### config.mk
export PLATFORM = sky130hd
export DESIGN_NAME = spd_ctrl
export DESIGN_NICKNAME = d
export VERILOG_FILES = /design/src/hdl/spd_pkg.sv /design/src/hdl/spd_ctrl.sv
export SDC_FILE = /design/constraint.sdc
export NUM_CORES = 1
export LEC_CHECK = 0
export BUFFER_PORTS_ARGS = -buffer_cell sky130_fd_sc_hd__buf_2
export CORE_MARGIN = 5
export CORE_UTILIZATION = 45
export DETAILED_ROUTE_END_ITERATION = 7
export HOLD_SLACK_MARGIN = 0.03
export PLACE_DENSITY = 0.91
export SYNTH_ARGS = -nofsm -noshare
export SYNTH_HDL_FRONTEND = slang
export SYNTH_SLANG_ARGS = --single-unit
### constraint.sdc
create_clock -name clk_i -period 4.24 [get_ports clk_i]
set_input_delay 0.424 -clock clk_i [delete_from_list [all_inputs] [get_ports clk_i]]
set_output_delay 0.424 -clock clk_i [all_outputs]
set_load 0.1 [all_outputs]
### src/hdl/spd_pkg.sv
// spd_pkg: shared types, constants and codes for the shortest path distance unit
// used by spd_ctrl, spd_datapath and shortest_path_distance_unit
`timescale 1ns / 1ps

package spd_pkg;

  localparam int MAX_NODES     = 1024;
  localparam int MAX_EDGES     = 4096;
  localparam int HEAP_DEPTH    = MAX_EDGES + 1;
  localparam int NODE_BITS     = $clog2(MAX_NODES);
  localparam int NCNT_BITS     = NODE_BITS + 1;
  localparam int EDGE_IDX_BITS = $clog2(MAX_EDGES);
  localparam int FILL_BITS     = $clog2(HEAP_DEPTH + 1);
  localparam int HEAP_IDX_BITS = $clog2(HEAP_DEPTH);
  localparam int WEIGHT_BITS   = 16;
  localparam int DIST_BITS     = 32;

  localparam logic [1:0] FUNC_ADD   = 2'd0;
  localparam logic [1:0] FUNC_QUERY = 2'd1;
  localparam logic [1:0] FUNC_CLEAR = 2'd2;

  localparam logic [1:0] ST_OK          = 2'd0;
  localparam logic [1:0] ST_FULL        = 2'd1;
  localparam logic [1:0] ST_UNREACHABLE = 2'd2;
  localparam logic [1:0] ST_RANGE       = 2'd3;

  typedef struct packed {
    logic [1:0]  func;
    logic [9:0]  node_a;
    logic [9:0]  node_b;
    logic [15:0] edge_weight;
  } spd_in_t;

  typedef struct packed {
    logic [31:0] path_distance;
    logic [1:0]  status;
  } spd_out_t;

  typedef struct packed {
    logic [NODE_BITS-1:0]   from_node;
    logic [NODE_BITS-1:0]   to_node;
    logic [WEIGHT_BITS-1:0] weight;
  } edge_t;

  typedef struct packed {
    logic [DIST_BITS-1:0] key;
    logic [NODE_BITS-1:0] node;
  } heap_ent_t;

  typedef struct packed {
    logic                 reached;
    logic [DIST_BITS-1:0] cost;
  } dist_ent_t;

  typedef struct packed {
    logic       latch;
    logic       add_edge;
    logic       clr_edges;
    logic       set_res;
    logic [1:0] res_status;
    logic       res_use_dist;
    logic       clr_start;
    logic       clr_step;
    logic       seed;
    logic       pop_rd_top;
    logic       pop_take;
    logic       sd_start;
    logic       sd_rd_l;
    logic       sd_rd_r;
    logic       sd_cmp;
    logic       rlx_start;
    logic       du_take;
    logic       e_rd;
    logic       e_chk;
    logic       e_upd;
    logic       su_rd;
    logic       su_cmp;
    logic       fin_rd;
    logic       load_out;
  } spd_cmd_t;

  typedef struct packed {
    logic [1:0] func;
    logic       range_bad;
    logic       a_eq_b;
    logic       edge_full;
    logic       clr_last;
    logic       heap_empty;
    logic       sd_l_out;
    logic       sd_move;
    logic       edge_done;
    logic       edge_match;
    logic       push_ok;
    logic       su_root;
    logic       su_stop;
    logic       target_reached;
    logic       out_free;
  } spd_stat_t;

endpackage

### src/hdl/spd_ctrl.sv
// spd_ctrl: sequencer for item decode, distance clear, heap pop/push and edge scan
// depends on spd_pkg; drives spd_datapath through command/status structs
`timescale 1ns / 1ps

module spd_ctrl (
  input  logic              clk_i,
  input  logic              rst_ni,
  input  logic              in_valid_i,
  output logic              in_ready_o,
  input  spd_pkg::spd_stat_t stat_i,
  output spd_pkg::spd_cmd_t  cmd_o
);
  import spd_pkg::*;

  localparam logic [4:0] S_IDLE  = 5'd0;
  localparam logic [4:0] S_DEC   = 5'd1;
  localparam logic [4:0] S_CLR   = 5'd2;
  localparam logic [4:0] S_SEED  = 5'd3;
  localparam logic [4:0] S_POP0  = 5'd4;
  localparam logic [4:0] S_POP1  = 5'd5;
  localparam logic [4:0] S_POP2  = 5'd6;
  localparam logic [4:0] S_SD_L  = 5'd7;
  localparam logic [4:0] S_SD_R  = 5'd8;
  localparam logic [4:0] S_SD_C  = 5'd9;
  localparam logic [4:0] S_RLX   = 5'd10;
  localparam logic [4:0] S_DU    = 5'd11;
  localparam logic [4:0] S_E0    = 5'd12;
  localparam logic [4:0] S_E1    = 5'd13;
  localparam logic [4:0] S_E2    = 5'd14;
  localparam logic [4:0] S_SU0   = 5'd15;
  localparam logic [4:0] S_SU1   = 5'd16;
  localparam logic [4:0] S_FIN   = 5'd17;
  localparam logic [4:0] S_FIN2  = 5'd18;
  localparam logic [4:0] S_DONE  = 5'd19;

  logic [4:0] state_q, state_d;

  always_ff @(posedge clk_i or negedge rst_ni) begin
    if (!rst_ni) begin
      state_q <= S_IDLE;
    end else begin
      state_q <= state_d;
    end
  end

  assign in_ready_o = (state_q == S_IDLE);

  always_comb begin
    state_d = state_q;
    cmd_o   = '0;
    case (state_q)
      S_IDLE: begin
        if (in_valid_i) begin
          cmd_o.latch = 1'b1;
          state_d     = S_DEC;
        end
      end
      S_DEC: begin
        cmd_o.set_res = 1'b1;
        state_d       = S_DONE;
        case (stat_i.func)
          FUNC_ADD: begin
            if (stat_i.range_bad) begin
              cmd_o.res_status = ST_RANGE;
            end else if (stat_i.edge_full) begin
              cmd_o.res_status = ST_FULL;
            end else begin
              cmd_o.add_edge = 1'b1;
            end
          end
          FUNC_QUERY: begin
            if (stat_i.range_bad) begin
              cmd_o.res_status = ST_RANGE;
            end else if (!stat_i.a_eq_b) begin
              cmd_o.set_res   = 1'b0;
              cmd_o.clr_start = 1'b1;
              state_d         = S_CLR;
            end
          end
          FUNC_CLEAR: cmd_o.clr_edges = 1'b1;
          default: ;
        endcase
      end
      S_CLR: begin
        cmd_o.clr_step = 1'b1;
        if (stat_i.clr_last) state_d = S_SEED;
      end
      S_SEED: begin
        cmd_o.seed = 1'b1;
        state_d    = S_POP0;
      end
      S_POP0: begin
        if (stat_i.heap_empty) begin
          state_d = S_FIN;
        end else begin
          cmd_o.pop_rd_top = 1'b1;
          state_d          = S_POP1;
        end
      end
      S_POP1: begin
        cmd_o.pop_take = 1'b1;
        state_d        = S_POP2;
      end
      S_POP2: begin
        cmd_o.sd_start = 1'b1;
        state_d        = S_SD_L;
      end
      S_SD_L: begin
        cmd_o.sd_rd_l = 1'b1;
        state_d       = stat_i.sd_l_out ? S_RLX : S_SD_R;
      end
      S_SD_R: begin
        cmd_o.sd_rd_r = 1'b1;
        state_d       = S_SD_C;
      end
      S_SD_C: begin
        cmd_o.sd_cmp = 1'b1;
        state_d      = stat_i.sd_move ? S_SD_L : S_RLX;
      end
      S_RLX: begin
        cmd_o.rlx_start = 1'b1;
        state_d         = S_DU;
      end
      S_DU: begin
        cmd_o.du_take = 1'b1;
        state_d       = S_E0;
      end
      S_E0: begin
        if (stat_i.edge_done) begin
          state_d = S_POP0;
        end else begin
          cmd_o.e_rd = 1'b1;
          state_d    = S_E1;
        end
      end
      S_E1: begin
        cmd_o.e_chk = 1'b1;
        state_d     = stat_i.edge_match ? S_E2 : S_E0;
      end
      S_E2: begin
        cmd_o.e_upd = 1'b1;
        state_d     = stat_i.push_ok ? S_SU0 : S_E0;
      end
      S_SU0: begin
        cmd_o.su_rd = 1'b1;
        state_d     = stat_i.su_root ? S_E0 : S_SU1;
      end
      S_SU1: begin
        cmd_o.su_cmp = 1'b1;
        state_d      = stat_i.su_stop ? S_E0 : S_SU0;
      end
      S_FIN: begin
        cmd_o.fin_rd = 1'b1;
        state_d      = S_FIN2;
      end
      S_FIN2: begin
        cmd_o.set_res      = 1'b1;
        cmd_o.res_use_dist = stat_i.target_reached;
        cmd_o.res_status   = stat_i.target_reached ? ST_OK : ST_UNREACHABLE;
        state_d            = S_DONE;
      end
      S_DONE: begin
        if (stat_i.out_free) begin
          cmd_o.load_out = 1'b1;
          state_d        = S_IDLE;
        end
      end
      default: state_d = S_IDLE;
    endcase
  end

endmodule

## Word-level counts from Yosys, hierarchy flattened

Cells that the tools add are included.

| storage, ports and cells | value |
|---|---|
| register bits after elaboration | 5 |
| input bits | 19 |
| output and inout bits | 26 |
| logic and storage cells | 84 |

| operators by class | value |
|---|---|
| eq/ne operators | 24 |
| multiplexer cells | 56 |
| reduce and logical (&&, ||, !) cells | 3 |

Operators by type and width:

| kind | number |
|---|---|
| 5-bit case mux with 20 select lines | 1 |
| 5-bit by 4-bit == test with 1-bit output, second input constant | 8 |
| 5-bit 2-to-1 mux | 8 |
| 1-bit 2-to-1 mux | 35 |
| 5-bit by 3-bit == test with 1-bit output, second input constant | 4 |
| 5-bit == test, second input constant | 4 |
| 2-bit 2-to-1 mux | 8 |
| 5-bit by 2-bit == test with 1-bit output, second input constant | 2 |
| 4-bit 2-to-1 mux | 2 |
| 2-bit != test, second input constant | 3 |
| 3-bit case mux with 2 select lines | 1 |
| 5-bit by 1-bit == test with 1-bit output, second input constant | 1 |
| 5-bit zero test | 1 |
| 2-bit case mux with 2 select lines | 1 |
| 3-bit AND reduction | 1 |
| 2-bit by 1-bit == test with 1-bit output, second input constant | 1 |
| 2-bit == test, second input constant | 1 |
| 2-bit zero test | 1 |

## Logic depth before layout (Yosys ltp)

| logic depth | value |
|---|---|
| depth after elaboration | 4 |
| mapped depth | 6 |
| mapped depth without buffers | 4 |

## Worst setup path after synthesis

OpenSTA, ideal clock, no wires.

| path | value |
|---|---|
| kind | register to output |
| start point | register state_q[4] |
| end point | output cmd_o[23] (netlist name) |
| arrival | 4.105 ns |
| data required time | 3.816 ns |
| slack | -0.289 ns |
| cell stages (with the launch flop) | 6 |
| buffers on the path | 1 |
| cells stage by stage | dfrtp_1 > buf_2 > nor3_1 > nand3_1 > nor2_1 > nor4b_1 |

RTL lines:

| what | line | text |
|---|---|---|
| start: declaration | spd_ctrl.sv:36 | `logic [4:0] state_q, state_d;` |
| start signal: assignment | spd_ctrl.sv:42 | `state_q <= state_d;` |
| end: declaration | spd_ctrl.sv:11 | `output spd_pkg::spd_cmd_t cmd_o` |

==> metrics.txt <==
Setup-failing EPs final=0; post-route cell area=946 um2; CTS sink cnt=5; MaxCap Viol Count=0; min Tclk post-route=2630 ps; period utilization=62.1%; Min-Delay Path Class=primary input to asynchronous set/reset pin; Final Hold Viols=0; Top Registers=state_q (5); switch share=69.5%; CTS tree=yes; Slew Limit Fails=0; Rel. slew slack=65.2%; Reg with most FFs=state_q; routability-driven placement congestion ratio=0.884; GRT busiest layer=met2; pwr dens=877 nW/um2; Clock Latency Late Sink=240 ps; post-cts gate resize count=0; Switch Pwr=577 uW; core area=1490 um2; Max clock buf depth=2; final hold slack=529 ps; syn_nets=126; share of cells above drive strength 1=33.6%; sequential share of power=17.8%; #FFs+latches synth=5; sequential share of the synthesized area=17.8%; cell internal pwr=253 uW; final net count=169; drt wl/cell=15.4 um; cts bufs inserted=3; Die Height=49.5 um; CTS root buffer=clkbuf_4; largest net degree at the start of global routing=20; VDD IR max=0.485 mV; hpwl dp=1.84 mm; Async S/R FF share, synth=100%; Starting Density=47.1%; max frequency=0.380 GHz; Post-synth EDFFs=0; highest net fanout along the worst path=17; Via density=6.07; GR Overflow Total=0; Synth cell types=35; Worst Setup End Kind=primary output; CP arrival=2210 ps; H-tree levels=1; die area=2450 um2; status=completed; global-route wire length before repair=4.22 mm; Synth Area per Inst=6.56 um2; P&R area growth vs syn=34.8%; number of global-route vias before repair=925; # IOs=45; CP Class=flop to primary output; GRT met3 Usage=4.52%; Comb pwr share=75.5%; Leak=0.468 nW; filler instances=146; Final ANT Viol Nets=0; initial antenna violation count=0; Vias=1002; skew final=0.819 ps; Total Wirelength=2.55 mm; setup TNS=0 ps; Syn Inst Count=107; met2 GRT Util=33.7%; synth warn=0; GRT met1 Usage=28.1%; slew of the pin with the lowest slew margin=521 ps; row cnt=14; IO buf count=44; DR pass1 iterations=4; synthesized area=702 um2; Setup Buffers After CTS=0; clk slew on worst S/H paths=40 ps; number of flip-flops under the largest register name=5; GRT Resource Usage Total=20.9%; RSZ-0062 raised after global routing=no; ys flop type=dfrtp_1; Area after DPL=910 um2; Antenna diodes=0; # DRC=0; CP required=3820 ps; Startpoint Class=flop; Initial DRC Count=65; Clock power frac=6.7%; Die W=49.5 um
==> synth_stat cells (2+ instances only) <==
library cell	count	area share (%)
a21oi_1	6	4.3
a22oi_1	3	3.2
a32oi_1	2	2.5
and2_1	2	1.8
buf_2	4	2.9
clkbuf_1	2	1.1
dfrtp_1	5	18
inv_1	7	3.7
nand2_1	3	1.6
nand2b_1	4	3.6
nand3_1	5	3.6
nand3b_1	3	3.2
nor2_1	20	11
nor2b_1	3	2.7
nor3_1	9	6.4
o211ai_1	2	2.1
o21ai_0	4	2.9
o22ai_1	2	1.8
o31ai_1	2	2.1
or3_1	4	3.6
==> per-stage QoR <==
| step | total power [mW] | instances | worst slack, ps | utilization (%) |
|---|---|---|---|---|
| floorplan | 0.667 | 107 | 712 | - |
| CTS | 0.818 | 165 | 1700 | 63.5 |
| global placement | 0.746 | 160 | 2030 | 61.1 |
| finish | 0.829 | 165 | 1610 | 63.5 |
| detailed placement | 0.757 | 160 | 1980 | 61.1 |
| global route | 0.875 | 165 | 1490 | 63.5 |
==> cell type report <==
| cell class | instances | area (um2) | share of cell area (%) |
|---|---|---|---|
| Sequential cell | 5 | 125 | 13.2 |
| Tap cell | 16 | 20.0 | 2.12 |
| Clock buffer | 4 | 26.3 | 2.78 |
| Inverter | 7 | 26.3 | 2.78 |
| Timing Repair Buffer | 45 | 230 | 24.3 |
| Multi-Input combinational cell | 88 | 518 | 54.8 |
==> placed cells by master, fill, tap and decap left out, drive strengths merged, types with 3 or more instances in the layout <==
cell and instances:
a22oi 3, nand3b 3, clkbuf 4, or3 4
dfrtp 5, nor2b 3, nand2 3, buf 44
inv 7, o21ai 5, nand3 5, nor3 9
nor2 20, nand2b 4, a21oi 6
==> layer usage <==
layer | routed length (um) | vias to the layer above
li1 | - | 473
met1 | 989 | 455
met2 | 1230 | 69
met3 | 295 | 5
met4 | 28 | 0
met5 | 0 | -
==> power groups by stage <==
| stage | Combinational, mW | Sequential, mW | Clock (mW) |
|---|---|---|---|
| 4_1_cts | 0.620 | 0.142 | 0.0562 |
| 3_5_place_dp | 0.615 | 0.142 | 0 |
| 6_report | 0.626 | 0.148 | 0.0557 |
| 3_3_place_gp | 0.607 | 0.138 | 0 |
| 5_1_grt | 0.662 | 0.153 | 0.0604 |
| 2_1_floorplan | 0.580 | 0.0871 | 0 |
==> cells by family (layout without fill, tap and decap cells) <==
| logic type | after synthesis | count (layout) | synth area share (%) |
|---|---|---|---|
| simple gates | 59 | 59 | 44.9 |
| compound gates | 29 | 29 | 28.0 |
| flops | 5 | 5 | 17.8 |
| buf+inv | 14 | 56 | 9.27 |
==> path summary, 6_finish.rpt <==
path / endpoint / cells after the start / from / slack, ps
setup / recovery: cmd_o[21] / 4 / state_q[0]$_DFFE_PN0P_ / 1610
hold / removal: state_q[0]$_DFFE_PN0P_ / 2 / rst_ni / 530
setup reg to reg: state_q[0]$_DFFE_PN0P_ / 4 / state_q[0]$_DFFE_PN0P_ / 2380
hold reg to reg: state_q[1]$_DFFE_PN0P_ / 1 / state_q[4]$_DFFE_PN0P_ / 810
max in group asynchronous: state_q[2]$_DFFE_PN0P_ / 2 / rst_ni / 3580
min in group clk_i: state_q[3]$_DFFE_PN0P_ / 3 / stat_i[3] / 530
==> what timing repair did <==
action	4_1_cts	5_1_grt
hold buffers	1	0
hold endpoints to repair	5	0
setup endpoints to repair	0	0
==> critical path, stage by stage, from the launching register on <==
cell and delay, ps:
dfrtp_1 620, nand2b_1 300, o31ai_1 370, and2_1 220
buf_2 440
Note: power is estimated with default switching activity, not from simulation.
